==> config.mk <==
export PLATFORM = sky130hd
export DESIGN_NAME = date_string_validator_top
export DESIGN_NICKNAME = d
export VERILOG_FILES = /design/src/design/dsv_pkg.sv /design/src/design/dsv_core.sv /design/src/design/date_string_validator_top.sv
export VERILOG_INCLUDE_DIRS = /design/src /design/src/design
export SDC_FILE = /design/constraint.sdc
export NUM_CORES = 1
export LEC_CHECK = 0
export BUFFER_PORTS_ARGS = -buffer_cell sky130_fd_sc_hd__buf_2
export CORE_MARGIN = 10
export CORE_UTILIZATION = 65
export DETAILED_ROUTE_END_ITERATION = 7
export PLACE_DENSITY = 0.83
export SLEW_MARGIN = 20
export SYNTH_ARGS = -nofsm -noshare
export SYNTH_HDL_FRONTEND = slang
export SYNTH_HIERARCHICAL = 1
export SYNTH_SLANG_ARGS = --single-unit
==> constraint.sdc <==
create_clock -name clk_i -period 7.8 [get_ports clk_i]
set_input_delay 1.17 -clock clk_i [delete_from_list [all_inputs] [get_ports clk_i]]
set_output_delay 1.17 -clock clk_i [all_outputs]
set_load 0.05 [all_outputs]
==> src/design/date_string_validator_top_defines.svh <==
// assertion macros shared by the date string validator rtl
`ifndef DATE_STRING_VALIDATOR_TOP_DEFINES_SVH
`define DATE_STRING_VALIDATOR_TOP_DEFINES_SVH

`ifndef ASSERT_OFF
`define DSV_ASSERT(lbl, prop) \
  lbl: assert property (@(posedge clk_i) disable iff (!rst_ni) prop) \
    else $error("dsv assertion failed");
`define DSV_ASSERT_NEVER(lbl, cond) \
  lbl: assert property (@(posedge clk_i) disable iff (!rst_ni) !(cond)) \
    else $error("dsv forbidden condition seen");
`else
`define DSV_ASSERT(lbl, prop)
`define DSV_ASSERT_NEVER(lbl, cond)
`endif

`endif

==> src/design/dsv_pkg.sv <==
// types, constants and helper functions of the date string validator
package dsv_pkg;

  localparam logic [7:0] CHAR_HYPHEN = 8'h2d;
  localparam logic [7:0] CHAR_ZERO   = 8'h30;
  localparam logic [7:0] CHAR_NINE   = 8'h39;

  localparam logic [2:0] CNT_MAX       = 3'd7;
  localparam logic [2:0] YEAR_MIN_DIG  = 3'd4;
  localparam logic [2:0] FIELD_MAX_DIG = 3'd2;
  localparam logic [6:0] MONTH_MAX     = 7'd12;
  localparam logic [6:0] MONTH_FEB     = 7'd2;
  localparam logic [4:0] FEB_LEAP_DAYS = 5'd29;

  typedef enum logic [3:0] {
    PH_YEAR  = 4'b0001,
    PH_MONTH = 4'b0010,
    PH_DAY   = 4'b0100,
    PH_TAIL  = 4'b1000
  } phase_e;

  // one character beat as seen by the update logic
  typedef struct packed {
    logic [7:0] ch;
    logic       last;
  } beat_t;

  // days in a month, month already known to be in 1..12
  function automatic logic [4:0] month_days(input logic [6:0] month);
    logic [4:0] days;
    case (month)
      7'd2:    days = 5'd28;
      7'd4:    days = 5'd30;
      7'd6:    days = 5'd30;
      7'd9:    days = 5'd30;
      7'd11:   days = 5'd30;
      default: days = 5'd31;
    endcase
    return days;
  endfunction

  // reduce a value below 4000 modulo 400 by parallel compares
  function automatic logic [8:0] mod400(input logic [11:0] x);
    logic [11:0] rem;
    rem = x;
    for (int k = 1; k <= 9; k++) begin
      if (x >= 12'(k * 400)) begin
        rem = x - 12'(k * 400);
      end
    end
    return rem[8:0];
  endfunction

endpackage

==> src/design/dsv_core.sv <==
// per-character state update and date check of the date string validator
`include "date_string_validator_top_defines.svh"

module dsv_core #(
  parameter int YEAR_BITS = 20
) (
  input  logic          clk_i,
  input  logic          rst_ni,
  input  logic          step_i,
  input  dsv_pkg::beat_t beat_i,
  output logic          verdict_o
);
  import dsv_pkg::*;

  localparam int ProdBits = YEAR_BITS + 4;

  phase_e               phase_q, phase_d;
  logic [2:0]           cnt_q, cnt_d;
  logic [YEAR_BITS-1:0] year_q, year_d;
  logic [8:0]           ymod_q, ymod_d;
  logic [6:0]           month_q, month_d;
  logic [6:0]           day_q, day_d;
  logic                 bad_q, bad_d;

  logic                 is_digit;
  logic [3:0]           dig;
  logic [ProdBits-1:0]  year_ext;
  logic [ProdBits-1:0]  year_prod;
  logic [11:0]          ymod_prod;
  logic                 leap;
  logic [4:0]           limit;

  assign is_digit  = (beat_i.ch >= CHAR_ZERO) && (beat_i.ch <= CHAR_NINE);
  assign dig       = beat_i.ch[3:0];
  assign year_ext  = {4'b0000, year_q};
  // times ten as two shifts
  assign year_prod = (year_ext << 3) + (year_ext << 1) + ProdBits'(dig);
  assign ymod_prod = ({3'b000, ymod_q} << 3) + ({3'b000, ymod_q} << 1) + 12'(dig);

  always_comb begin
    phase_d = phase_q;
    cnt_d   = cnt_q;
    year_d  = year_q;
    ymod_d  = ymod_q;
    month_d = month_q;
    day_d   = day_q;
    bad_d   = bad_q;
    if (phase_q != PH_TAIL) begin
      if (is_digit) begin
        cnt_d = (cnt_q == CNT_MAX) ? CNT_MAX : cnt_q + 3'd1;
        if (phase_q == PH_YEAR) begin
          if (year_prod[ProdBits-1:YEAR_BITS] != 4'b0000) begin
            bad_d = 1'b1;
          end else begin
            year_d = year_prod[YEAR_BITS-1:0];
          end
          ymod_d = mod400(ymod_prod);
        end else if (cnt_d > FIELD_MAX_DIG) begin
          bad_d = 1'b1;
        end else if (phase_q == PH_MONTH) begin
          month_d = 7'((month_q << 3) + (month_q << 1) + 7'(dig));
        end else begin
          day_d = 7'((day_q << 3) + (day_q << 1) + 7'(dig));
        end
      end else if (beat_i.ch == CHAR_HYPHEN) begin
        if (phase_q == PH_YEAR && cnt_q < YEAR_MIN_DIG) begin
          bad_d = 1'b1;
        end
        case (phase_q)
          PH_YEAR:  phase_d = PH_MONTH;
          PH_MONTH: phase_d = PH_DAY;
          default:  phase_d = PH_TAIL;
        endcase
        cnt_d = 3'd0;
      end else begin
        bad_d = 1'b1;
      end
    end
  end

  // gregorian leap rule on the year modulo 400
  assign leap = ((ymod_d[1:0] == 2'b00) && (ymod_d != 9'd100) && (ymod_d != 9'd200)
                 && (ymod_d != 9'd300));
  assign limit = (month_d == MONTH_FEB && leap) ? FEB_LEAP_DAYS : month_days(month_d);

  assign verdict_o = !bad_d && (phase_d == PH_DAY || phase_d == PH_TAIL)
                     && (year_d != '0) && (month_d != 7'd0) && (month_d <= MONTH_MAX)
                     && (day_d != 7'd0) && (day_d <= {2'b00, limit});

  always_ff @(posedge clk_i or negedge rst_ni) begin
    if (!rst_ni) begin
      phase_q <= PH_YEAR;
      cnt_q   <= 3'd0;
      year_q  <= '0;
      ymod_q  <= 9'd0;
      month_q <= 7'd0;
      day_q   <= 7'd0;
      bad_q   <= 1'b0;
    end else if (step_i) begin
      if (beat_i.last) begin
        // string done, start over for the next one
        phase_q <= PH_YEAR;
        cnt_q   <= 3'd0;
        year_q  <= '0;
        ymod_q  <= 9'd0;
        month_q <= 7'd0;
        day_q   <= 7'd0;
        bad_q   <= 1'b0;
      end else begin
        phase_q <= phase_d;
        cnt_q   <= cnt_d;
        year_q  <= year_d;
        ymod_q  <= ymod_d;
        month_q <= month_d;
        day_q   <= day_d;
        bad_q   <= bad_d;
      end
    end
  end

  `DSV_ASSERT(a_clear_after_last, step_i && beat_i.last |=> phase_q == PH_YEAR && !bad_q)
  `DSV_ASSERT(a_mod_in_range, ymod_q < 9'd400)
  `DSV_ASSERT_NEVER(a_tail_holds, step_i && phase_q == PH_TAIL && !beat_i.last
                    && phase_d != PH_TAIL)

endmodule

==> src/design/date_string_validator_top.sv <==
// Date string validator: takes one character beat per cycle and, on the beat
// marked last, returns one bit telling whether the string is a correct
// year-month-day date (four or more year digits, month 1..12, day within the
// month with Gregorian leap years, optional hyphen and free tail). A character
// is registered on entry and then folded into the running field state, so
// one character is taken every cycle; the verdict is registered when the
// last character moves on. The per-character update of the field
// registers is the loop that sets this one-per-cycle rate. A finished verdict
// waits in the output register while further characters keep flowing in; only
// a second last character stalls behind an untaken verdict.
`include "date_string_validator_top_defines.svh"

module date_string_validator_top #(
  parameter int YEAR_BITS = 20
) (
  input  logic       clk_i,
  input  logic       rst_ni,
  input  logic       in_valid_i,
  output logic       in_ready_o,
  input  logic [7:0] ch_i,
  input  logic       last_i,
  output logic       out_valid_o,
  input  logic       out_ready_i,
  output logic       valid_res_o
);
  import dsv_pkg::*;

  logic       s1_valid_q;
  logic [7:0] ch_q;
  logic       last_q;
  logic       out_valid_q;
  logic       res_q;
  logic       in_fire;
  logic       advance;
  logic       verdict;
  beat_t      beat;

  // a last beat may only move on when the verdict slot is free or draining
  assign advance    = s1_valid_q && !(last_q && out_valid_q && !out_ready_i);
  assign in_ready_o = !s1_valid_q || advance;
  assign in_fire    = in_valid_i && in_ready_o;

  assign beat.ch   = ch_q;
  assign beat.last = last_q;

  always_ff @(posedge clk_i or negedge rst_ni) begin
    if (!rst_ni) begin
      s1_valid_q <= 1'b0;
    end else if (in_fire) begin
      s1_valid_q <= 1'b1;
    end else if (advance) begin
      s1_valid_q <= 1'b0;
    end
  end

  always_ff @(posedge clk_i) begin
    if (in_fire) begin
      ch_q   <= ch_i;
      last_q <= last_i;
    end
  end

  dsv_core #(
    .YEAR_BITS(YEAR_BITS)
  ) u_core (
    .clk_i    (clk_i),
    .rst_ni   (rst_ni),
    .step_i   (advance),
    .beat_i   (beat),
    .verdict_o(verdict)
  );

  always_ff @(posedge clk_i or negedge rst_ni) begin
    if (!rst_ni) begin
      out_valid_q <= 1'b0;
    end else if (advance && last_q) begin
      out_valid_q <= 1'b1;
    end else if (out_ready_i) begin
      out_valid_q <= 1'b0;
    end
  end

  always_ff @(posedge clk_i) begin
    if (advance && last_q) begin
      res_q <= verdict;
    end
  end

  assign out_valid_o = out_valid_q;
  assign valid_res_o = res_q;

  `DSV_ASSERT(a_last_gives_result, advance && last_q |=> out_valid_q)
  `DSV_ASSERT(a_stall_only_on_full, !in_ready_o |-> s1_valid_q && last_q && out_valid_q)
  `DSV_ASSERT_NEVER(a_no_result_from_nothing, !$past(advance && last_q) && $rose(out_valid_q))

endmodule

==> results.md <==
STA:
- The post-route clock skew is 0.0124 ns.
- The total negative slack is 0 ns.
- The timing-limited maximum frequency is 0.145 GHz.
- The total count of max-transition violations in the final report is 0.
- The worst-margin pin slew is 1.04 ns.
- Setup repair after global routing left no endpoint under its margin.
- Setup violations remaining at the end of the flow were counted as 0.
- The post-route clock period utilization is around 90%.
- The post-layout minimum cycle time is 6.87 ns.
- The final hold violation count is 0.
- The worst relative slew slack is 30.0%.

Global routing:
- The number of global-route vias before repair is between 5000 and 6000.
- The global-route wire length before repair is 29.2 mm.
- The number of antenna violations at the first check in global routing is 0.
- The all-layer global routing usage is 23.3%.
- Entering global routing, the biggest net connects 60 pins.
- Summed over all layers, the global routing overflow is 0.

Clock network:
- CTS built an H-tree with a depth of 3.
- The master cell of the clock root buffer is sky130_fd_sc_hd__clkbuf_8.
- TritonCTS built the clock tree.
- For the worst-skew pair, the clock arrives at the later sink with an insertion delay of 0.35 ns.
- The TritonCTS sink count is 63.
- The maximum buffer depth of the clock tree is 2.
- After clock tree synthesis, the setup repair step added 0 buffers.
- After clock tree synthesis, the clock-pin slew on the worst setup and hold paths is 0.07 ns.
- After clock tree synthesis, the flow added hold-fix buffers numbering 0.
- The number of resized instances in the post-cts repair step is 0.
- Counting the buffers created by CTS gives 9.

Synth:
- By area the synthesized netlist is led by sky130_fd_sc_hd__dfrtp_1 (19%), sky130_fd_sc_hd__ha_1 (16%), sky130_fd_sc_hd__edfxtp_1 (4.3%).
- The number of nets in the synthesized netlist is between 900 and 1000.
- Synthesis handed over a netlist of ~800 instances.
- The share of the synthesized area in the top cell type is between 10% and 20%.
- The cell type with the largest total area after synthesis is sky130_fd_sc_hd__dfrtp_1.
- The synthesized netlist occupies a cell area of 6920 sq um.
- The distinct cell type count after synthesis is 82.
- The most frequent cell after synthesis is sky130_fd_sc_hd__ha_1.
- The number of enable-type register cells in the synthesized netlist is 10.
- Counting flops and latches in the post-synthesis netlist gives 63.
- Sorting the synthesized cells by how often they occur yields sky130_fd_sc_hd__ha_1 (91), sky130_fd_sc_hd__a21oi_1 (55), sky130_fd_sc_hd__nand2_1 (55), sky130_fd_sc_hd__dfrtp_1 (52), sky130_fd_sc_hd__nor2_1 (51).
- The average instance in the mapped netlist occupies between 8 and 9 sq um.
- The synthesis warning total is 6.
- In the synthesized netlist the dominant register cell turns out to be sky130_fd_sc_hd__dfrtp_1.
- For this run, the register share of the synthesized area comes to between 20% and 30%.
- After synthesis, the share of flip-flops with an asynchronous set or reset is a little over four fifths.

Worst hold path:
- The cell depth of the worst min-delay path is 1.
- The type of the tightest min-delay check is flop to flop.

Run status:
- The run finished with clean final reports.

Cells and area:
- The repair_antennas step left the layout with diodes totalling 0.
- The final layout net count is between 900 and 1000.
- The share of cells above drive strength 1 is 8.84%.
- From synthesis to final layout, the design area changed by 5.08%.

Route:
- The number of vias per cell is 6.80.
- For this block, the via count after detailed routing is ~6400.
- The number of optimization iterations in the first detailed-route pass is 5.
- The total length of routed wires is 17.8 mm.
- The number of nets with antenna violations after detailed routing is 0.
- In this run, the number of DRC markers left after iteration 0 of detailed routing was between 500 and 600.
- The average wire length per cell after detail routing is between 15 and 20 microns.
- In the routed design, unresolved DRC markers number 0.

Critical path:
- The delay contributed by the slowest stage of the critical path is 0.60 ns.
- The worst setup path is launched from a flop.
- In this design, the largest share of critical-path delay is due to compound AO/OA/AOI/OAI gates.
- Traced cell by cell, the critical path runs through inv_1, fa_1, inv_1, ha_1, a21o_1, a221oi_2, xnor2_1, inv_2, ha_1, nand2_1, a211oi_1, o21ai_1, and2_1, a221oi_1, a21oi_1, a31o_2, a311oi_2, mux2_2, o32a_1, ha_1, a211oi_1, a21oi_1, nand4_1, a21oi_1.
- The critical path contains buffers and inverters numbering 3 combined.
- The start-to-end type of the worst setup path is flop to flop.
- STA classifies the critical path endpoint as a flop.
- At the worst endpoint, the arrival time is 6.93 ns.
- The cell count of the worst reg-to-reg path is 24.
- STA puts the critical path data required time at 7.86 ns.
- Of all nets on the critical path, the largest fanout is 11.
- The logic depth of the worst setup path including buffers is 24.
- The slowest cell on the critical path is sky130_fd_sc_hd__fa_1.

Pwr:
- VDD sags by at most 155 uV.
- The cell area power density is 280 nW/um^2.
- In this run the static leakage power is ~3.3 nW.
- After layout, the design draws a total of 0.00204 W.

Placed design:
- Detailed placement finished with a half-perimeter wire length of roughly 13 mm.
- In this run the tool buffered the top-level ports with 15 buffer cells.
- The congestion estimate from routability-driven global placement came to 0.967.

Die:
- The floorplan step defined a die boundary enclosing 15200 sq um.
- The core box area is 10400 sq um.
- The floorplan step set the die width to 123 microns.
- The vertical die dimension is 123 microns.
- During I/O placement, the number of pins put on the boundary was 16.
- The number of placement rows is 37.
- The initial core utilization is between 60% and 70%.

Job:
- Across the run, the number of max-cap violations was 0.
## per-stage QoR
| step | cells | hold slack (ns) | setup slack (ns) | util, % | instance area, sq um |
|---|---|---|---|---|---|
| final | 939 | 0.498 | 0.927 | 70.1 | 7270 |
| after global routing | 939 | 0.517 | 0.393 | 70.1 | 7270 |
| after CTS | 939 | 0.504 | 0.979 | 70.1 | 7270 |
| after detailed placement | 923 | 0.488 | 0.992 | 68.0 | 7050 |
| after global placement | 923 | 0.474 | 1.09 | 68.0 | 7050 |
| after floorplan | 803 | 0.456 | 1.63 | - | 6920 |
## registers in the layout (all words and copies together), names as in the netlist
name,count
u_core/year_q,20
u_core/phase_q,4
u_core/month_q,7
valid_res_o,1
u_core/bad_q,1
u_core/day_q,7
out_valid_o,1
u_core/cnt_q,3
u_core/ymod_q,9
ch_q,8
s1_valid_q,1
last_q,1
## layer usage
metal	part of all wire, %	wire length (microns)	vias to the layer above	track usage [%]
li1	-	-	3033	-
met1	44	7890	3061	30.4
met2	48	8460	263	38.4
met3	6.4	1140	24	4.47
met4	1.5	271	0	6.84
met5	0	0	-	0
## power by group
| part | switching, W | leakage, nW | internal [W] |
|---|---|---|---|
| combinational | 0.000747 | 2.36 | 0.000487 |
| sequential | 0.000100 | 0.811 | 0.000394 |
| clock | 0.000142 | 0.112 | 0.000168 |
| total | 0.000989 | 3.28 | 0.00105 |
## final timing paths
path | start | end | slack [ns]
max in group asynchronous | rst_ni | u_core/year_q[19] | 6.37
min reg2reg | u_core/month_q[6] | u_core/month_q[6] | 0.50
max | ch_q[3] | valid_res_o | 0.93
max reg2reg | ch_q[3] | valid_res_o | 0.93
min in group asynchronous | rst_ni | u_core/year_q[6] | 0.95
min | u_core/month_q[6] | u_core/month_q[6] | 0.50
## worst register-to-register path, cell delays in order (launching register included)
cell and delay, ns:
sky130_fd_sc_hd__edfxtp_1 0.55, sky130_fd_sc_hd__inv_1 0.12, sky130_fd_sc_hd__fa_1 0.60, sky130_fd_sc_hd__inv_1 0.06, sky130_fd_sc_hd__ha_1 0.34, sky130_fd_sc_hd__a21o_1 0.22
sky130_fd_sc_hd__a221oi_2 0.36, sky130_fd_sc_hd__xnor2_1 0.38, sky130_fd_sc_hd__inv_2 0.32, sky130_fd_sc_hd__ha_1 0.36, sky130_fd_sc_hd__nand2_1 0.13, sky130_fd_sc_hd__a211oi_1 0.33
sky130_fd_sc_hd__o21ai_1 0.20, sky130_fd_sc_hd__and2_1 0.27, sky130_fd_sc_hd__a221oi_1 0.26, sky130_fd_sc_hd__a21oi_1 0.07, sky130_fd_sc_hd__a31o_2 0.25, sky130_fd_sc_hd__a311oi_2 0.33
sky130_fd_sc_hd__mux2_2 0.37, sky130_fd_sc_hd__o32a_1 0.34, sky130_fd_sc_hd__ha_1 0.27, sky130_fd_sc_hd__a211oi_1 0.20, sky130_fd_sc_hd__a21oi_1 0.10, sky130_fd_sc_hd__nand4_1 0.10
sky130_fd_sc_hd__a21oi_1 0.06
## cell type report
type / count / area, sq um
multi-input combinational: 657 / 4960
fill: 830 / 3100
sequential: 63 / 1630
tap: 136 / 170
inverter: 44 / 165
clock buffer: 10 / 149
timing repair buffer: 23 / 135
clock inverter: 6 / 66.3
## layout by cell type, fill, tap and decap left out, types with 24 or more instances in the layout
cell type                  synthesis  final
sky130_fd_sc_hd__nand2b_1         29     29
sky130_fd_sc_hd__nor2_1           51     51
sky130_fd_sc_hd__nand3_1          24     24
sky130_fd_sc_hd__o21ai_0          36     36
sky130_fd_sc_hd__a21oi_1          55     55
sky130_fd_sc_hd__dfrtp_1          52     52
sky130_fd_sc_hd__nand2_1          55     55
sky130_fd_sc_hd__ha_1             91     91
sky130_fd_sc_hd__xnor2_1          29     29
sky130_fd_sc_hd__inv_1            41     41
## cell families (layout without fill, tap and decap cells)
group	Yosys count	count (layout)	synth area share, %
muxes	12	12	1.83
buffers and inverters	83	83	4.88
xor gates and xnor gates	39	39	5.21
adders and majority gates	99	99	18.8
and+or+nand+nor	247	247	19.0
AOI/OAI and AO/OA	260	260	26.7
DFF	63	63	23.5
(Power assumes the default switching activity.)
